## config.mk

```make
export PLATFORM = sky130hd
export DESIGN_NAME = edf_periodic_task_scheduler_top_flat
export DESIGN_NICKNAME = d
export VERILOG_FILES = /design/src/hdl/edfs_pkg.sv /design/src/hdl/edfs_if.sv /design/src/hdl/edf_periodic_task_scheduler_top.sv /design/src/hdl/edfs_cfg_regs.sv /design/src/hdl/edfs_task_unit.sv /design/src/flat_wrapper.sv
export SDC_FILE = /design/constraint.sdc
export NUM_CORES = 1
export LEC_CHECK = 0
export CAP_MARGIN = 20
export CORE_MARGIN = 1.5
export CORE_UTILIZATION = 29
export CTS_CLUSTER_DIAMETER = 80
export CTS_CLUSTER_SIZE = 16
export DETAILED_ROUTE_END_ITERATION = 12
export DONT_BUFFER_PORTS = 1
export PLACE_DENSITY = 0.44
export SYNTH_ARGS = -nofsm -noshare
export SYNTH_HDL_FRONTEND = slang
export SYNTH_SLANG_ARGS = --single-unit
```

## constraint.sdc

```tcl
create_clock -name clk -period 8.1 [get_ports clk]
set_input_delay 1.215 -clock clk [delete_from_list [all_inputs] [get_ports clk]]
set_output_delay 1.215 -clock clk [all_outputs]
set_load 0.02 [all_outputs]
```

## src/hdl/edfs_pkg.sv

```systemverilog
`timescale 1ns / 1ps
`default_nettype none
// ----------------------------------------------------------------------------
// edfs_pkg: shared definitions for the EDF periodic task scheduler
// Widths of the fixed ports, register codes, parameter defaults and the
// sequencer state type.
// ----------------------------------------------------------------------------
package edfs_pkg;

	localparam int MAX_TASKS_DEF   = 4;
	localparam int FIELD_WIDTH_DEF = 16;

	localparam int NUM_PARAM_REGS = 4;
	localparam int PARAM_W        = 48;
	localparam int CFG_IDX_W      = 3;
	localparam int COUNT_W        = 3;
	localparam int TASK_OUT_W     = 3;
	localparam int TIME_W         = 32;
	localparam int BUDGET_OUT_W   = 16;

	// Register indexes of the configuration port.
	localparam int REG_TASK_COUNT = 0;
	localparam int REG_TASK0      = 1;

	// Field slots inside a task parameter register.
	localparam int FLD_CAPACITY = 0;
	localparam int FLD_DEADLINE = 1;
	localparam int FLD_PERIOD   = 2;

	typedef enum logic [1:0] {
		ST_IDLE,
		ST_SCAN,
		ST_COMMIT
	} sched_state_t;

endpackage
`default_nettype wire

```

## src/hdl/edfs_if.sv

```systemverilog
`timescale 1ns / 1ps
`default_nettype none
// ----------------------------------------------------------------------------
// edfs_if: handshake channels of the EDF scheduler
// tick_if carries tick requests in, slot_if carries slot results out.
// ----------------------------------------------------------------------------
interface edfs_tick_if;
	logic valid;
	logic ready;
	logic tick;

	modport source (output valid, output tick, input ready);
	modport sink (input valid, input tick, output ready);
endinterface

interface edfs_slot_if;
	logic        valid;
	logic        ready;
	logic [2:0]  running_task;
	logic [31:0] slot_start;
	logic [15:0] budget_before;

	modport source (output valid, output running_task, output slot_start,
		output budget_before, input ready);
	modport sink (input valid, input running_task, input slot_start,
		input budget_before, output ready);
endinterface
`default_nettype wire

```

## src/hdl/edf_periodic_task_scheduler_top.sv

```systemverilog
`timescale 1ns / 1ps
`default_nettype none
// ----------------------------------------------------------------------------
// edf_periodic_task_scheduler_top: earliest-deadline-first slot scheduler
// Each tick request schedules one slot among up to MAX_TASKS periodic tasks
// and returns the running task, the slot time and its budget before the run.
// ----------------------------------------------------------------------------
// Each tick request is accepted in ST_IDLE, visits every task in ST_SCAN
// through the shared release and compare unit, and in ST_COMMIT, once the
// output register is free, charges the chosen task and registers the result.
// The tick input is not ready again until that commit is done; a finished
// result waits in the output register while the next tick is taken. A request
// whose tick bit is zero is taken and dropped with no result. The user must
// write configuration via cfg_wen/cfg_index/cfg_wdata while idle; not enforced.
module edf_periodic_task_scheduler_top #(
	parameter int MAX_TASKS   = edfs_pkg::MAX_TASKS_DEF,
	parameter int FIELD_WIDTH = edfs_pkg::FIELD_WIDTH_DEF
) (
	input  wire logic                           clk,
	input  wire logic                           arst_n,
	edfs_tick_if.sink                           ticks,
	edfs_slot_if.source                         slots,
	input  wire logic                           cfg_wen,
	input  wire logic [edfs_pkg::CFG_IDX_W-1:0] cfg_index,
	input  wire logic [edfs_pkg::PARAM_W-1:0]   cfg_wdata
);
	import edfs_pkg::*;

	localparam int IDX_W = (MAX_TASKS > 1) ? $clog2(MAX_TASKS) : 1;

	sched_state_t state_q, state_nxt;

	logic [COUNT_W-1:0] task_count;
	logic [PARAM_W-1:0] task_params [NUM_PARAM_REGS];
	logic [PARAM_W-1:0] sel_params;

	logic [FIELD_WIDTH-1:0]        phase_q  [MAX_TASKS];
	logic [FIELD_WIDTH-1:0]        budget_q [MAX_TASKS];
	logic signed [FIELD_WIDTH:0]   slack_q  [MAX_TASKS];

	logic [IDX_W-1:0]             idx_q;
	logic                         best_valid_q;
	logic [IDX_W-1:0]             best_idx_q;
	logic signed [FIELD_WIDTH:0]  best_slack_q;
	logic [FIELD_WIDTH-1:0]       best_budget_q;
	logic [TIME_W-1:0]            time_q;

	logic                         out_valid_q;
	logic [TASK_OUT_W-1:0]        out_task_q;
	logic [TIME_W-1:0]            out_start_q;
	logic [BUDGET_OUT_W-1:0]      out_budget_q;

	logic [FIELD_WIDTH-1:0]       phase_nxt;
	logic [FIELD_WIDTH-1:0]       budget_nxt;
	logic signed [FIELD_WIDTH:0]  slack_nxt;
	logic signed [FIELD_WIDTH:0]  slack_rel;
	logic                         take;

	logic idx_last;
	logic out_free;
	logic start_en;
	logic scan_en;
	logic commit_en;

	edfs_cfg_regs u_cfg (
		.clk         (clk),
		.arst_n      (arst_n),
		.cfg_wen     (cfg_wen),
		.cfg_index   (cfg_index),
		.cfg_wdata   (cfg_wdata),
		.task_count  (task_count),
		.task_params (task_params)
	);

	// Tasks beyond the parameter registers have all-zero parameters.
	always_comb begin
		sel_params = '0;
		for (int j = 0; j < NUM_PARAM_REGS; j++) begin
			if (int'(idx_q) == j) begin
				sel_params = task_params[j];
			end
		end
	end

	edfs_task_unit #(
		.FIELD_WIDTH (FIELD_WIDTH),
		.IDX_W       (IDX_W)
	) u_unit (
		.idx        (idx_q),
		.task_count (task_count),
		.params     (sel_params),
		.phase      (phase_q[idx_q]),
		.budget     (budget_q[idx_q]),
		.slack      (slack_q[idx_q]),
		.best_valid (best_valid_q),
		.best_slack (best_slack_q),
		.phase_nxt  (phase_nxt),
		.budget_nxt (budget_nxt),
		.slack_nxt  (slack_nxt),
		.slack_rel  (slack_rel),
		.take       (take)
	);

	assign idx_last = (idx_q == IDX_W'(MAX_TASKS - 1));
	assign out_free = !out_valid_q || slots.ready;

	always_comb begin
		state_nxt = state_q;
		case (state_q)
			ST_IDLE: begin
				if (ticks.valid && ticks.tick) begin
					state_nxt = ST_SCAN;
				end
			end
			ST_SCAN: begin
				if (idx_last) begin
					state_nxt = ST_COMMIT;
				end
			end
			ST_COMMIT: begin
				if (out_free) begin
					state_nxt = ST_IDLE;
				end
			end
			default: state_nxt = ST_IDLE;
		endcase
	end

	always_comb begin
		ticks.ready = 1'b0;
		start_en    = 1'b0;
		scan_en     = 1'b0;
		commit_en   = 1'b0;
		case (state_q)
			ST_IDLE: begin
				ticks.ready = 1'b1;
				start_en    = ticks.valid && ticks.tick;
			end
			ST_SCAN:   scan_en = 1'b1;
			ST_COMMIT: commit_en = out_free;
			default: ;
		endcase
	end

	always_ff @(posedge clk or negedge arst_n) begin
		if (!arst_n) begin
			state_q <= ST_IDLE;
		end else begin
			state_q <= state_nxt;
		end
	end

	always_ff @(posedge clk or negedge arst_n) begin
		if (!arst_n) begin
			idx_q        <= '0;
			best_valid_q <= 1'b0;
			time_q       <= '0;
			out_valid_q  <= 1'b0;
		end else begin
			if (start_en) begin
				idx_q        <= '0;
				best_valid_q <= 1'b0;
			end else if (scan_en) begin
				idx_q <= idx_q + IDX_W'(1);
				if (take) begin
					best_valid_q <= 1'b1;
				end
			end
			if (commit_en) begin
				time_q      <= time_q + TIME_W'(1);
				out_valid_q <= 1'b1;
			end else if (slots.ready) begin
				out_valid_q <= 1'b0;
			end
		end
	end

	always_ff @(posedge clk) begin
		if (scan_en && take) begin
			best_idx_q    <= idx_q;
			best_slack_q  <= slack_rel;
			best_budget_q <= budget_nxt;
		end
		if (commit_en) begin
			out_start_q <= time_q;
			if (best_valid_q) begin
				out_task_q   <= TASK_OUT_W'(int'(best_idx_q) + 1);
				out_budget_q <= BUDGET_OUT_W'(best_budget_q);
			end else begin
				out_task_q   <= '0;
				out_budget_q <= '0;
			end
		end
	end

	// Per-task state: written back by the scan, charged at commit.
	always_ff @(posedge clk or negedge arst_n) begin
		if (!arst_n) begin
			for (int j = 0; j < MAX_TASKS; j++) begin
				phase_q[j]  <= '0;
				budget_q[j] <= '0;
				slack_q[j]  <= '0;
			end
		end else if (scan_en) begin
			phase_q[idx_q]  <= phase_nxt;
			budget_q[idx_q] <= budget_nxt;
			slack_q[idx_q]  <= slack_nxt;
		end else if (commit_en && best_valid_q) begin
			budget_q[best_idx_q] <= best_budget_q - FIELD_WIDTH'(1);
		end
	end

	assign slots.valid         = out_valid_q;
	assign slots.running_task  = out_task_q;
	assign slots.slot_start    = out_start_q;
	assign slots.budget_before = out_budget_q;

endmodule
`default_nettype wire

```

## src/hdl/edfs_cfg_regs.sv

```systemverilog
`timescale 1ns / 1ps
`default_nettype none
// ----------------------------------------------------------------------------
// edfs_cfg_regs: configuration register file
// Holds the task count and the four task parameter words.
// ----------------------------------------------------------------------------
module edfs_cfg_regs (
	input  wire logic                           clk,
	input  wire logic                           arst_n,
	input  wire logic                           cfg_wen,
	input  wire logic [edfs_pkg::CFG_IDX_W-1:0] cfg_index,
	input  wire logic [edfs_pkg::PARAM_W-1:0]   cfg_wdata,
	output logic [edfs_pkg::COUNT_W-1:0]        task_count,
	output logic [edfs_pkg::PARAM_W-1:0]        task_params [edfs_pkg::NUM_PARAM_REGS]
);
	import edfs_pkg::*;

	logic [COUNT_W-1:0] task_count_q;
	logic [PARAM_W-1:0] params_q [NUM_PARAM_REGS];

	always_ff @(posedge clk or negedge arst_n) begin
		if (!arst_n) begin
			task_count_q <= COUNT_W'(1);
			for (int j = 0; j < NUM_PARAM_REGS; j++) begin
				params_q[j] <= '0;
			end
		end else if (cfg_wen) begin
			if (cfg_index == CFG_IDX_W'(REG_TASK_COUNT)) begin
				task_count_q <= cfg_wdata[COUNT_W-1:0];
			end
			for (int j = 0; j < NUM_PARAM_REGS; j++) begin
				if (cfg_index == CFG_IDX_W'(REG_TASK0 + j)) begin
					params_q[j] <= cfg_wdata;
				end
			end
		end
	end

	assign task_count  = task_count_q;
	assign task_params = params_q;

endmodule
`default_nettype wire

```

## src/hdl/edfs_task_unit.sv

```systemverilog
`timescale 1ns / 1ps
`default_nettype none
// ----------------------------------------------------------------------------
// edfs_task_unit: shared per-task release, compare and advance unit
// Visits one task per cycle: releases it at the start of its period,
// compares its slack against the best so far and computes its next phase,
// budget and slack.
// ----------------------------------------------------------------------------
module edfs_task_unit #(
	parameter int FIELD_WIDTH = edfs_pkg::FIELD_WIDTH_DEF,
	parameter int IDX_W       = 2
) (
	input  wire logic [IDX_W-1:0]               idx,
	input  wire logic [edfs_pkg::COUNT_W-1:0]   task_count,
	input  wire logic [edfs_pkg::PARAM_W-1:0]   params,
	input  wire logic [FIELD_WIDTH-1:0]         phase,
	input  wire logic [FIELD_WIDTH-1:0]         budget,
	input  wire logic signed [FIELD_WIDTH:0]    slack,
	input  wire logic                           best_valid,
	input  wire logic signed [FIELD_WIDTH:0]    best_slack,
	output logic [FIELD_WIDTH-1:0]              phase_nxt,
	output logic [FIELD_WIDTH-1:0]              budget_nxt,
	output logic signed [FIELD_WIDTH:0]         slack_nxt,
	output logic signed [FIELD_WIDTH:0]         slack_rel,
	output logic                                take
);
	import edfs_pkg::*;

	localparam int EXT_W = PARAM_W + 3 * FIELD_WIDTH;
	localparam logic signed [FIELD_WIDTH:0] SLACK_MIN = {1'b1, {FIELD_WIDTH{1'b0}}};

	logic [EXT_W-1:0]       params_ext;
	logic [FIELD_WIDTH-1:0] capacity;
	logic [FIELD_WIDTH-1:0] deadline;
	logic [FIELD_WIDTH-1:0] period;
	logic                   active;
	logic                   release_now;
	logic [FIELD_WIDTH:0]   phase_inc;

	// Fields that lie beyond the parameter word read as zero.
	assign params_ext = EXT_W'(params);
	assign capacity   = params_ext[FLD_CAPACITY * FIELD_WIDTH +: FIELD_WIDTH];
	assign deadline   = params_ext[FLD_DEADLINE * FIELD_WIDTH +: FIELD_WIDTH];
	assign period     = params_ext[FLD_PERIOD * FIELD_WIDTH +: FIELD_WIDTH];

	assign active      = (int'(idx) < int'(task_count)) && (period != '0);
	assign release_now = (phase == '0);
	assign phase_inc   = {1'b0, phase} + (FIELD_WIDTH + 1)'(1);

	always_comb begin
		phase_nxt  = '0;
		budget_nxt = '0;
		slack_nxt  = '0;
		slack_rel  = '0;
		take       = 1'b0;
		if (active) begin
			budget_nxt = release_now ? capacity : budget;
			slack_rel  = release_now ? $signed({1'b0, deadline}) : slack;
			take       = (budget_nxt != '0) && (!best_valid || (slack_rel < best_slack));
			slack_nxt  = (slack_rel != SLACK_MIN) ? slack_rel - (FIELD_WIDTH + 1)'(1)
				: slack_rel;
			// A phase at or past a lowered period wraps at once.
			phase_nxt  = (phase_inc >= {1'b0, period}) ? '0 : phase_inc[FIELD_WIDTH-1:0];
		end
	end

endmodule
`default_nettype wire

```

## src/flat_wrapper.sv

```systemverilog
// flat-port wrapper written by rule: the top's interface ports become plain ports
module edf_periodic_task_scheduler_top_flat import edfs_pkg::*;
#(
	parameter int MAX_TASKS   = edfs_pkg::MAX_TASKS_DEF,
	parameter int FIELD_WIDTH = edfs_pkg::FIELD_WIDTH_DEF
)
  (clk, arst_n, cfg_wen, cfg_index, cfg_wdata, ticks_valid, ticks_tick, ticks_ready, slots_valid, slots_running_task, slots_slot_start, slots_budget_before, slots_ready);
  edfs_tick_if ticks_i ();
  edfs_slot_if slots_i ();
  input  wire logic clk;
  input  wire logic arst_n;
  input  wire logic cfg_wen;
  input  wire logic [edfs_pkg::CFG_IDX_W-1:0] cfg_index;
  input  wire logic [edfs_pkg::PARAM_W-1:0] cfg_wdata;
  input wire logic [$bits(ticks_i.valid)-1:0] ticks_valid;
  input wire logic [$bits(ticks_i.tick)-1:0] ticks_tick;
  output wire logic [$bits(ticks_i.ready)-1:0] ticks_ready;
  output wire logic [$bits(slots_i.valid)-1:0] slots_valid;
  output wire logic [$bits(slots_i.running_task)-1:0] slots_running_task;
  output wire logic [$bits(slots_i.slot_start)-1:0] slots_slot_start;
  output wire logic [$bits(slots_i.budget_before)-1:0] slots_budget_before;
  input wire logic [$bits(slots_i.ready)-1:0] slots_ready;
  assign ticks_i.valid = ticks_valid;
  assign ticks_i.tick = ticks_tick;
  assign ticks_ready = ticks_i.ready;
  assign slots_valid = slots_i.valid;
  assign slots_running_task = slots_i.running_task;
  assign slots_slot_start = slots_i.slot_start;
  assign slots_budget_before = slots_i.budget_before;
  assign slots_i.ready = slots_ready;
  edf_periodic_task_scheduler_top #(.MAX_TASKS(MAX_TASKS), .FIELD_WIDTH(FIELD_WIDTH)) u_core (.clk(clk), .arst_n(arst_n), .ticks(ticks_i), .slots(slots_i), .cfg_wen(cfg_wen), .cfg_index(cfg_index), .cfg_wdata(cfg_wdata));
endmodule
```

Yosys cells after proc, flatten, opt, wreduce, memory -nomap -nowiden:

Cells that the tools add are included.

* $add $sub $neg: 6
* magnitude comparators: 7
* eq/ne operators: 14
* mux-type cells: 48
* bitwise logic cells: 2
* reduce and logical (&&, ||, !) cells: 28

Operators with widths (count)
* bitwise mux 64 bit: 3
* two-way mux 48 bit: 4
* two-way mux 16 bit: 10
* two-way mux 64 bit: 2
* two-way mux 17 bit: 6
* bitwise mux 68 bit: 1
* binary-select mux 16 bit (select 2 bit): 2
* demux 16 bit (select 2 bit): 2
* binary-select mux 17 bit (select 2 bit): 1
* demux 17 bit (select 2 bit): 1
* adder 32 x 1 -> 32 bit, second input constant: 1
* nonzero test 16 bit: 2
* adder 16 x 1 -> 17 bit, second input constant: 1
* greater-or-equal comparator 17 x 16 -> 1 bit: 1
* < comparator 17 bit: 1
* != test 17 bit, second input constant: 1
* subtractor 17 x 2 -> 17 bit, second input constant: 1
* zero test 16 bit: 1
* subtractor 16 x 1 -> 16 bit, second input constant: 1
* AND reduction 2 bit: 6
* two-way mux 1 bit: 10
* two-way mux 2 bit: 5
* equality test 2 bit, second input constant: 4
* nonzero test 2 bit: 4
* 18 further kinds: 34

* register bits: 515
* output and inout port bits: 53
* logic and storage cells: 133

Logic depth before layout (Yosys ltp):

Gate-level depths: netlist of the first run.

* word-level depth: 13
* depth in mapped cells: 26
* mapped depth without buffers: 18

Cells and area by module:

From an unflattened synthesis of the first run, not the netlist that was laid out.

* cell total of the unflattened synthesis: 2306
* area, all modules: 25199.2 um^2

By module, submodules not included
* edf_periodic_task_scheduler_top: times used 1, cells each 1480, area an instance 14978.1 um^2, sequential area each 8438.1 um^2
* edfs_cfg_regs: times used 1, cells each 415, area an instance 7613.6 um^2, sequential area each 4880.9 um^2
* edfs_task_unit: times used 1, cells each 411, area an instance 2607.5 um^2, sequential area each 0.0 um^2

Worst setup path before layout of the first run:

OpenSTA, ideal clock, no wires.

* path kind: register to register
* start point: reg u_core.idx_q[1]
* end point: reg u_core.best_budget_q[0], enable pin
* setup time: 481 ps
* arrival: 7412 ps
* path slack: 207 ps
* cell stages (with the launch flop): 27
* path buffers: 8
* period minus slack after synthesis: 7893 ps
* path through: dfrtp_1 > clkbuf_1 > buf_2 > buf_2 > buf_1 > clkbuf_1 > inv_1 > ha_1 > clkbuf_1 > nor2b_1 > clkbuf_1 > buf_1 > a221oi_1 > nor3_1 > a21oi_1 > nor2_1 > a21oi_1 > inv_1 > ha_1 > a21o_1 > a21oi_1 > nor2b_1 > a211oi_1 > o21ai_0 > a31oi_1 > xor2_1 > a21boi_0

* longest elaborated chain between the ends: 11
* elaborated cells between the ends (all ways): 30
* classes of those cells: order compare (2); eq/ne (3); mux (16); bitwise (1); reduce/logical (8)

Ends and longest elaborated chain
* start: declaration: line edf_periodic_task_scheduler_top.sv:41 `logic [IDX_W-1:0] idx_q;`
* start signal: assignment: line edf_periodic_task_scheduler_top.sv:164 `idx_q <= idx_q + IDX_W'(1);`
* NOT 2 -> 3 bit (not written as such) or zero test 2 bit (tied branches)
* binary-select mux 16 bit (select 2 bit) or two-way mux 48 bit (tied branches): line edf_periodic_task_scheduler_top.sv:92, edf_periodic_task_scheduler_top.sv:79
* two-way mux 16 bit (not written as such) or two-way mux 48 bit (tied branches) (2 in a row): line edf_periodic_task_scheduler_top.sv:92, edf_periodic_task_scheduler_top.sv:79
* zero test 16 bit or two-way mux 48 bit (tied branches): line edfs_task_unit.sv:47, edf_periodic_task_scheduler_top.sv:79
* two-way mux 17 bit: line edfs_task_unit.sv:58 `slack_rel = release_now ? $signed({1'b0, deadline}) : slack;`
* < comparator 17 bit: line edfs_task_unit.sv:59 `take = (budget_nxt != '0) && (!best_valid || (slack_rel < best_slack));`
* logical OR 1 bit: line edfs_task_unit.sv:59
* logical AND 1 bit: line edfs_task_unit.sv:59
* two-way mux 1 bit (*): line edfs_task_unit.sv:56 `if (active) begin`
* logical AND 1 bit (*): line edf_periodic_task_scheduler_top.sv:179 `if (scan_en && take) begin`
* end signal: assignment: line edf_periodic_task_scheduler_top.sv:182 `best_budget_q <= budget_nxt;`
* end: declaration: line edf_periodic_task_scheduler_top.sv:45 `logic [FIELD_WIDTH-1:0] best_budget_q;`

Every way passes the cells marked *; elsewhere a longest branch is shown, timed or not. The select of a mux whose other input is x is not followed.
A chain may end at the register's enable or synchronous reset.

Worst setup path in the final report of the first run:

* start point: reg u_core.idx_q[0]
* end point: reg u_core.best_budget_q[13], enable pin

Same word-level chain as after synthesis.

==> results of run 1 <==
-- area by class of cell --
| cell class | count | area, sq um |
|---|---|---|
| multi-input combinational | 1410 | 10590 |
| sequential | 515 | 13320 |
| timing repair buffer | 26 | 207.7 |
| antenna | 1 | 2.502 |
| clock buffer | 61 | 1236 |
| tap | 1134 | 1419 |
| inverter | 69 | 259.0 |
| clock inverter | 15 | 167.7 |
| fill | 8523 | 56620 |
-- power by group through the flow --
| stage | sequential [mW] | clock [mW] | combinational (mW) |
|---|---|---|---|
| 6_report | 3.88 | 2.14 | 4.99 |
| 5_1_grt | 3.97 | 2.32 | 5.49 |
| 4_1_cts | 3.88 | 2.23 | 5.01 |
| 3_5_place_dp | 3.93 | 0 | 4.99 |
| 3_3_place_gp | 3.91 | 0 | 4.93 |
| 2_1_floorplan | 3.71 | 0 | 3.53 |
-- placed cells by master (no fill, tap or decap), types with 6 or more instances in the layout --
cell type,synthesis,routed
a21o_1,18,18
a21oi_1,48,48
a221o_1,11,11
a221oi_1,20,20
a22oi_1,15,15
a31oi_1,10,9
and2_1,24,24
and3_1,17,17
buf_4,1,25
clkbuf_1,89,11
clkbuf_16,0,45
dfrtp_1,428,426
edfxtp_1,86,86
ha_1,46,43
inv_1,68,68
mux2_2,199,199
mux2i_1,14,14
mux4_2,49,49
nand2_1,291,287
nand2b_1,20,20
nand3_1,26,25
nand3b_1,8,8
nand4_1,17,17
nor2_1,94,91
nor2b_1,22,21
nor3_1,27,26
nor4_1,16,16
o211ai_1,16,16
o21a_1,8,8
o21ai_0,93,93
o21ai_1,18,18
o221ai_1,50,50
o22ai_1,14,14
o31ai_1,71,71
or2_2,6,6
or4_1,9,9
xnor2_1,40,40
xor2_1,28,28
-- per-layer routing --
metal / part of all wire (%) / global-route usage (%) / vias to the layer above
li1: - / - / 7638
met1: 48 / 23.43 / 8799
met2: 45 / 25.30 / 433
met5: 0 / 0 / -
met3: 5.4 / 2.810 / 68
met4: 1.6 / 3.646 / 0
-- flip-flops by register name, indices dropped and copies added (netlist names), 3 cells and up --
register and cells:
u_core.slots.running_task 3, u_core.u_cfg.task_params 192, u_core.slots.budget_before 16, u_core.slack_q 68
u_core.time_q 32, u_core.best_budget_q 16, u_core.phase_q 64, u_core.u_cfg.task_count 3
u_core.budget_q 64, u_core.slots.slot_start 32, u_core.best_slack_q 17
-- logic make-up after synthesis --
kind of cell / share of synthesized area, %
buffers and inverters: 3.194
AOI/OAI and AO/OA: 12.19
DFF: 54.15
xor gates and xnor gates: 2.487
adders and majority gates: 2.340
muxes: 14.17
and+or+nand+nor: 11.48
-- stage by stage --
stage               hold slack, ns  cells  power (mW)  utilization, %
CTS                         0.2957   3230       11.12           32.45
global route                0.2920   3230       11.78           32.45
finish                      0.3160   3231       11.01           32.46
global placement            0.4539   3153       8.839           30.75
floorplan                   0.4410   2125       7.240               -
detailed placement          0.4602   3154       8.922           30.78
-- final timing paths --
path / to / slack (ns) / depth (start not counted)
max: u_core.best_budget_q[13] / 2.22 / 19
min: u_core.u_cfg.task_params[5] / 0.32 / 0
max reg2reg: u_core.best_budget_q[13] / 2.22 / 19
min reg2reg: u_core.time_q[31] / 0.47 / 1
max in group asynchronous: u_core.u_cfg.task_params[59] / 6.42 / 0
min in group clk: u_core.time_q[31] / 0.47 / 1
-- worst register-to-register path: cells and delay by family, from the launching register on --
kind	cells	cell delay [ns]
buffers and inverters	4	1.21
and+or+nand+nor	1	0.71
adders and majority gates	2	0.69
DFF	1	0.77
xor gates and xnor gates	1	0.13
muxes	1	0.24
AOI/OAI and AO/OA	10	1.73
==> metrics, run 1 <==
critical path's largest stage delay=0.77 ns; vias per cell=5.242; clock insertion delay at the later pin of the skew report=0.61 ns; sequential share of the synthesized area=54.15%; Final Hold Viols=0; htree depth=2; crit share post-route=72.59%; dpl cell area=25800 sq um; Syn Inst Count=2125; Pint=6.241 mW; global route total overflow=0; critical-path cell list=inv_1, ha_1, nor2b_4, buf_4, a22oi_1, o21ai_0, mux2i_1, o21a_1, inv_1, ha_1, a21o_1, a21o_1, a21oi_1, o21a_1, o21ai_0, a31oi_1, xor2_1, a21boi_4, buf_4; Comb power frac=45.3%; initial antenna violation count=0; Max VDD drop=0.2863 mV; Critical path buffers and inverters=4; TritonCTS buffer count=44; total global routing track utilization=16.24%; initial core utilization=29.35%; ANT nets after route=0; sequential power share=35.2%; nets=2169; clock power share=19.4%; Pleak=11.16 nW; ranking of synthesized cells by area=dfrtp_1 (44%), edfxtp_1 (10%), mux2_2 (9.1%), mux4_2 (4.5%), nand2_1 (4.4%); Slew HR=-13.47%; CP Capture Type=flop; First DRT Iteration DRCs=1383; Final Cell Area=27200 sq um; #FFs+latches synth=515; Max Freq=0.1701 GHz; port bufs=0; CTS tree=yes; die height=294.2 microns; hold_buf cts=0; Max-cap violations=0; failing checks=slew limit; Placement Setup Slack=2.117 ns; RSZ-0062 raised after global routing=false; Pwr Density=404.7 nW/um^2; Yosys cell types=72; most common cell in the synthesized netlist=dfrtp_1; setup bufs post-CTS=0; drt pass-1 iters=8; post-route setup slack=2.221 ns; Final setup viols=0; Post-synth top cells=dfrtp_1 (428), nand2_1 (291), mux2_2 (199), nor2_1 (94), o21ai_0 (93); Clock Sinks=515; net switching power=4.767 mW; crit start category=flop; area delta synth->final=10.59%; number of global-route vias before repair=17130; Resized Gates After CTS=0; Yosys top cell by area=dfrtp_1; share of cells above drive strength 1=18.27%; Max Slew Vio Count=103; Root Buffer=clkbuf_16; warnings from Yosys=0; setup TNS=0 ns; Critical Path RT=8.33 ns; Worst Path Arrival=6.11 ns; wire length per cell=21.66 microns; Net Count, Synth=2228; fin crit period=5.879 ns; core area=83820 sq um; Sw Share=43.30%; crit path kind=reg -> reg; drc violations=0; share of the synthesized area in the top cell type=43.54%; RD Place Congestion=0.8261; Synth Flop Type=dfrtp_1; dpl hpwl=45.40 mm; CP startpoint=u_core.idx_q[0]; first-pass GRT wire length=108.6 mm; Die ar.=86580 sq um; Max Buffers Root-to-Sink=3; die width=294.2 microns; CP delay by family, top=compound AO/OA/AOI/OAI gates; share of synthesized flip-flops with an asynchronous set or reset=83.30%; overall routed net length=69.98 mm; via count=16940; worst slew pin tran=1.702 ns; slowest stage cell, crit path=dfrtp_4; num ports=110; worst r2r src=u_core.idx_q[0]; Site Rows=106; clock slew at reported path FFs=0.08 ns; Avg Cell Area, Syn=11.58 sq um; Hold WC Path Type=in -> async; critical path peak fanout=36; number of synthesized flops with an enable pin=86; outcome=finished, violations left; Clock Skews=0.03913 ns; cell area after synthesis=24600 sq um; largest net degree at the start of global routing=430
No activity file was read; power rests on OpenSTA's default activity.
==> run 2, diff against run 1 <==
--- a/config.mk
+++ b/config.mk
@@ -5,6 +5,7 @@
 export SDC_FILE = /design/constraint.sdc
 export NUM_CORES = 1
 export LEC_CHECK = 0
+export ABC_AREA = 1
 export CAP_MARGIN = 20
 export CORE_MARGIN = 1.5
 export CORE_UTILIZATION = 29
@@ -12,7 +13,7 @@
 export CTS_CLUSTER_SIZE = 16
 export DETAILED_ROUTE_END_ITERATION = 12
 export DONT_BUFFER_PORTS = 1
-export PLACE_DENSITY = 0.44
+export PLACE_DENSITY = 0.43
 export SYNTH_ARGS = -nofsm -noshare
 export SYNTH_HDL_FRONTEND = slang
 export SYNTH_SLANG_ARGS = --single-unit
==> constraint.sdc (replaced) <==
create_clock -name clk -period 5.6 [get_ports clk]
set_input_delay 0.84 -clock clk [delete_from_list [all_inputs] [get_ports clk]]
set_output_delay 0.84 -clock clk [all_outputs]
set_load 0.02 [all_outputs]
==> run 2 against run 1 <==
  * The flow now finishes without violations
  * Routed wire length increased by 13%
  * First-iteration DRC count increased by 16%
  * Clock power increased by 41%
  * Flip-flop and latch count unchanged
  * Highest routed layer is now met5
==> metrics, run 2 <==
outcome=finished clean; CP startpoint=u_core.idx_q[0]; Final Hold Viols=0 (unchanged); sequential share of the synthesized area=52.21% (-1.9 points); Slew HR=28.82% (+42 points); port bufs=0 (unchanged); via count=20550 (+21%); largest family of logic cells by synthesized area=simple AND/OR/NAND/NOR gates; Max Slew Vio Count=0 (-100%); Pleak=13.11 nW (+17%); Root Buffer=clkbuf_16; First DRT Iteration DRCs=1608 (+16%); Avg Cell Area, Syn=8.261 sq um (-29%); htree depth=2 (unchanged); setup bufs post-CTS=0 (unchanged); slowest stage cell, crit path=dfrtp_4; Max-cap violations=0 (unchanged); CTS tree=yes; die width=299.6 microns (+1.8%); initial core utilization=29.31% (-0.032 points); Max Buffers Root-to-Sink=3 (unchanged); RD Place Congestion=0.9111 (+10%); Simple-Gate Fraction of Synth Area=24.19% (+13 points); crit path kind=reg -> reg; Post-Synth Adder-Cell Area=2.256% (-0.084 points); most frequent cells in the layout=nand2_1 (964), dfrtp_1 (426), o21ai_0 (346); Site Rows=108 (+1.9%); Syn Inst Count=3088 (+45%); Post-synth top cells=nand2_1 (965), dfrtp_1 (428), o21ai_0 (346), inv_1 (216), nand3_1 (197); Max Freq=0.2113 GHz (+24%); clock slew at reported path FFs=0.08 ns (about the same); share of cells above drive strength 1=7.004% (-11 points); number of synthesized flops with an enable pin=86 (unchanged); Clock Sinks=515 (unchanged); Max VDD drop=0.3246 mV (+13%); ANT nets after route=0 (unchanged); busiest grt layer=met2; global route total overflow=0 (unchanged); warnings from Yosys=0 (unchanged); critical path's largest stage delay=0.60 ns (-0.17 ns); GR Util met2=27.55% (+2.2 points); final std cells w/o fill=4197 (+30%); Final setup viols=0 (unchanged); critical-path cell list=inv_4, nand2_1, a32oi_2, inv_1, ha_1, inv_1, nor2_1, nand2_1, nor2_2, nand2_2, nand2_1, nand2_1, ha_1, nand2_1, inv_1, nand3_1, nor3_1, a21oi_1, nand2_1, xor2_1, a21oi_4, buf_12; placed insts=4116 (+31%); leading cell type in the layout, fill and taps excluded=nand2_1; fin crit period=4.733 ns (-1.147 ns); max FFs per register=192 (unchanged); first-pass GRT wire length=121.6 mm (+12%); CP Capture Type=flop; Hold WS=0.07625 ns (-0.2397 ns); crit share post-route=84.52% (+12 points); Pwr Density=589.9 nW/um^2 (+46%); area delta synth->final=10.24%; XOR/XNOR Fraction of Synth Area=1.986% (-0.50 points); initial antenna violation count=5 (+5); Yosys top cell by area=dfrtp_1; worst r2r src=u_core.idx_q[0]; overall routed net length=79.36 mm (+13%); number of global-route vias before repair=20250 (+18%); Net Count, Synth=3191 (+43%); dpl hpwl=51.57 mm (+14%); drt pass-1 iters=7 (-1); Clock Skews=0.04144 ns (+0.002309 ns); Synth Flop Type=dfrtp_1; num ports=110 (unchanged); Placement Setup Slack=0.8606 ns (-1.256 ns); share of synthesized flip-flops with an asynchronous set or reset=83.30% (unchanged); fillcell total=9182 (+7.7%); cell area after synthesis=25510 sq um (+3.7%); crit start category=flop; ranking of synthesized cells by area=dfrtp_1 (42%), nand2_1 (14%), edfxtp_1 (10%), o21ai_0 (6.8%), nand3_1 (3.9%); multiplexer share of the synthesized area=0% (-14 points); setup TNS=0 ns (unchanged); met1 usage=24.22% (+0.79 points); Critical Path RT=5.90 ns (-2.43 ns); total global routing track utilization=17.26% (+1.0 points); die height=299.6 microns (+1.8%); wire length per cell=18.91 microns (-13%); share of the synthesized area in the top cell type=41.98% (-1.6 points); Yosys cell types=58 (-19%); core area=87020 sq um (+3.8%); Worst Path Arrival=5.03 ns (-1.08 ns); clock insertion delay at the later pin of the skew report=0.60 ns (about the same); Die ar.=89760 sq um (+3.7%); Synth Area in Compound Gates=12.70% (+0.51 points); most common cell in the synthesized netlist=nand2_1; TritonCTS buffer count=42 (-4.5%); CP delay by family, top=simple AND/OR/NAND/NOR gates; worst slew pin tran=1.067 ns (-0.6355 ns); post-route setup slack=0.8671 ns (-1.353 ns); M3 GR Usage=2.305% (-0.50 points); vias per cell=4.896 (-6.6%); Crit path top cell by count=nand2_1; largest net degree at the start of global routing=430 (unchanged); nets=3114 (+44%); drc violations=0 (unchanged); Hold WC Path Type=in -> async; RSZ-0062 raised after global routing=false; critical path peak fanout=33 (-8.3%); Critical path buffers and inverters=5 (+1); #FFs+latches synth=515 (unchanged)
[run 2: changes by cell type after synthesis, moves of 98 or more]
cell     before  now
o21ai_0      93  346
nand3_1      26  197
inv_1        68  216
mux2_2      199    0
nand2_1     291  965
nor2_1       94  192
[run 2: power by group]
part / internal (mW) / switching (mW) / leakage [nW]
clock: 1.54 / 1.48 / 0.640
sequential: 4.94 / 0.641 / 6.36
combinational: 2.36 / 5.63 / 6.11
[run 2: kinds of logic after synthesis]
group	Yosys count
and+or+nand+nor	1476
buffers and inverters	412
AOI/OAI and AO/OA	582
DFF	515
adders and majority gates	46
xor gates and xnor gates	57
[run 2: what timing repair did]
item	4_1_cts	5_1_grt
endpoints found under the setup margin	0	0
gates resized for setup	0	0
hold endpoints to repair	396	186
[run 2: worst register-to-register path, stage by stage, from the launching register on]
cell	delay [ns]
dfrtp_4	0.60
inv_4	0.22
nand2_1	0.13
a32oi_2	0.15
inv_1	0.12
ha_1	0.14
inv_1	0.04
nor2_1	0.10
nand2_1	0.09
nor2_2	0.46
nand2_2	0.32
nand2_1	0.14
nand2_1	0.12
ha_1	0.29
nand2_1	0.06
inv_1	0.07
nand3_1	0.09
nor3_1	0.29
a21oi_1	0.12
nand2_1	0.10
xor2_1	0.11
a21oi_4	0.42
buf_12	0.27
[run 2: final timing paths]
| path | to | cells after the start | slack (ns) |
|---|---|---|---|
| worst min-delay path | u_core.u_cfg.task_count[0] | 0 | 0.08 |
| worst max-delay path | u_core.best_budget_q[2] | 22 | 0.87 |
| max in group asynchronous | u_core.idx_q[0] | 1 | 4.47 |
| min in group clk | u_core.u_cfg.task_params[149] | 2 | 0.44 |
| worst min register to register | u_core.time_q[31] | 1 | 0.47 |
| worst max register to register | u_core.best_budget_q[2] | 22 | 0.87 |
[run 2: metal layers]
metal  share of wire, %  vias up
met5              0.072        -
met2                 45      571
li1                   -     9933
met4                2.9        8
met1                 47     9918
met3                5.1      120
[run 2: area by class of cell]
type,count,area (sq um),area share [%]
antenna,1,2.502,0.008898
clock buffer,61,1184,4.209
inverter,240,905.9,3.221
clock inverter,13,148.9,0.5294
timing repair buffer,51,560.5,1.993
tap,1155,1445,5.139
multi-input combinational,2161,10550,37.52
sequential,515,13320,47.38
[run 2: metrics by stage]
step	instance area, sq um	total power [mW]	util (%)
floorplan	25510	10.89	-
finish	28120	16.59	32.32
CTS	27960	16.64	32.13
global route	28120	17.88	32.32
detailed placement	26630	13.54	30.60
global placement	26580	13.49	30.54
==> run 3, diff against run 2 <==
--- a/config.mk
+++ b/config.mk
@@ -13,7 +13,7 @@
 export CTS_CLUSTER_SIZE = 16
 export DETAILED_ROUTE_END_ITERATION = 12
 export DONT_BUFFER_PORTS = 1
-export PLACE_DENSITY = 0.43
+export PLACE_DENSITY = 0.44
 export SYNTH_ARGS = -nofsm -noshare
 export SYNTH_HDL_FRONTEND = slang
 export SYNTH_SLANG_ARGS = --single-unit
==> constraint.sdc (replaced) <==
create_clock -name clk -period 4.1 [get_ports clk]
set_input_delay 0.615 -clock clk [delete_from_list [all_inputs] [get_ports clk]]
set_output_delay 0.615 -clock clk [all_outputs]
set_load 0.02 [all_outputs]
==> run 3 against run 2 <==
  * Largest cell class unchanged
  * Fmax is 21% higher
  * Routed wire length is 0.59% lower
  * Highest routed layer is now met4
  * Die area stayed put
  * The flow now finishes with violations (hold timing)
  * Critical endpoint is now u_core.best_budget_q[8]
  * Core utilization is 0.63 points higher
  * Critical path depth is 2 lower
  * Register-to-register slack worse by 0.66 ns
  * Sequential share of layout area is 0.91 points lower
  * Hold slack worse by 0.34 ns
==> metrics, run 3 (synthesis results as in run 2) <==
Max Freq=0.2567 GHz (+21%); num ports=110 (unchanged); Clock Sinks=515 (unchanged); Die ar.=89760 sq um (unchanged); Crit path top cell by count=nand3_1; htree depth=2 (unchanged); clock insertion delay at the later pin of the skew report=0.60 ns (about the same); Reg-to-Reg End=u_core.best_budget_q[8]; core area=87020 sq um (unchanged); worst slew pin tran=1.226 ns (+0.1596 ns); number of global-route vias before repair=20750 (+2.5%); Clock Skews=0.03997 ns (-0.001469 ns); initial core utilization=29.31% (unchanged); RD Place Congestion=0.8560 (-6.0%); vias per cell=4.920 (+0.49%); nets=3151 (+1.2%); Root Buffer=clkbuf_16; Tot Pwr=23.28 mW (+40%); clock slew at reported path FFs=0.07 ns (about the same); reg2reg setup slack=0.20 ns (-0.66 ns); share of cells above drive strength 1=9.802% (+2.8 points); critical path's largest stage delay=0.55 ns (-0.05 ns); CP delay by family, top=compound AO/OA/AOI/OAI gates; area delta synth->final=12.39%; crit start category=flop; First DRT Iteration DRCs=1636 (+1.7%); Critical Path RT=4.39 ns (-1.51 ns); worst r2r src=u_core.idx_q[0]; die width=299.6 microns (unchanged); critical-path cell list=clkinv_8, buf_4, ha_4, inv_6, o211ai_1, nand3_1, o21ai_1, nand3_1, nand2_2, inv_2, ha_4, nand2_1, inv_1, nand3_1, o221ai_1, a21oi_1, nand2_1, xor2_2, a21oi_4, buf_12; initial antenna violation count=3 (-2); global route total overflow=0 (unchanged); first-pass GRT wire length=123.9 mm (+1.9%); outcome=finished, violations left; Max Buffers Root-to-Sink=3 (unchanged); port bufs=0 (unchanged); most frequent cells in the layout=nand2_1 (959), dfrtp_1 (426), o21ai_0 (296); Max-cap violations=0 (unchanged); placed insts=4153 (+0.90%); fin crit period=3.896 ns (-0.8366 ns); Final setup viols=0 (unchanged); wire length per cell=18.61 microns (-1.6%); Pwr Density=811.9 nW/um^2 (+38%); dpl hpwl=50.58 mm (-1.9%); fillcell total=9173 (-0.098%); Final Hold Viols=406 (+406); Hold WS=-0.2596 ns (-0.3358 ns); die height=299.6 microns (unchanged); drt pass-1 iters=7 (unchanged); largest net degree at the start of global routing=430 (unchanged); Hold WC Path Type=in -> async; drc violations=0 (unchanged); crit path kind=reg -> reg; r2r worst-path depth=20 (-9.1%); ANT nets after route=0 (unchanged); final std cells w/o fill=4239 (+1.0%); Worst Path Arrival=4.19 ns (-0.84 ns); Critical path buffers and inverters=6 (+1); CTS tree=yes; failing checks=hold timing; Slew HR=18.26% (-11 points); critical path peak fanout=27 (-18%); CP Capture Type=flop; overall routed net length=78.89 mm (-0.59%); TritonCTS buffer count=41 (-2.4%); leading cell type in the layout, fill and taps excluded=nand2_1; max FFs per register=192 (unchanged); Max VDD drop=0.3154 mV (-2.8%); crit share post-route=95.03% (+11 points); Seq. cell area=13320 sq um (unchanged); via count=20860 (+1.5%); Max Slew Vio Count=0 (unchanged); Pleak=13.26 nW (+1.2%); Multi-input gate area=10890 sq um (+3.2%); Site Rows=108 (unchanged); total global routing track utilization=17.55% (+0.29 points); slowest stage cell, crit path=dfrtp_4
run 3: worst max-delay path by stage:
stage                          startpoint                 endpoint  slack (ns)  cells past startpoint
after floorplan           u_core.idx_q[0]  u_core.best_budget_q[0]       -0.03                     24
after global placement    u_core.idx_q[0]       u_core.phase_q[15]        0.04                     23
after detailed placement  u_core.idx_q[0]       u_core.phase_q[61]        0.06                     23
after CTS                 u_core.idx_q[0]       u_core.phase_q[15]       0.003                     23
after global routing      u_core.idx_q[0]        u_core.phase_q[0]       -0.02                     21
final                     u_core.idx_q[0]  u_core.best_budget_q[8]        0.20                     20
run 3: metal layers:
metal  vias to the layer above  global-route usage [%]  routed length, microns
li1                      10040                       -                       -
met1                     10150                   24.04                   36300
met2                       566                   29.08                   36770
met3                       103                   2.421                    3977
met4                         0                   4.533                    1840
met5                         -                       0                       0
run 3: timing repair:
| action | 4_1_cts | 5_1_grt |
|---|---|---|
| setup endpoints to repair | 0 | 146 |
| hold endpoints to repair | 429 | 428 |
| gates resized for setup | 0 | 95 |
| setup buffers | 0 | 4 |
run 3: through the flow:
stage	utilization [%]	setup WS, ns	cell area [sq um]	setup TNS (ns)
2_1_floorplan	-	-0.02859	25850	-1.001
3_3_place_gp	31.10	0.04429	27070	0
3_5_place_dp	31.13	0.05915	27090	0
4_1_cts	32.60	0.003223	28370	0
5_1_grt	32.94	-0.02284	28660	-0.1409
6_report	32.95	0.2037	28670	0
run 3: power breakdown:
group          switching [mW]  total (mW)  internal, mW  leakage [nW]
clock network            2.01        4.04          2.03         0.601
logic                    7.92        11.7          3.76          6.30
registers               0.823        7.56          6.74          6.36
total                    10.7        23.3          12.5          13.3
run 3: area by class of cell:
type | instances | area share (%)
diodes | 3 | 0.02618
clock buffers | 62 | 3.853
clock inverters | 14 | 0.5935
inverters | 240 | 3.238
multi-input cells | 2162 | 37.97
flip-flops and latches | 515 | 46.47
well taps | 1155 | 5.040
repair buffers | 88 | 2.806
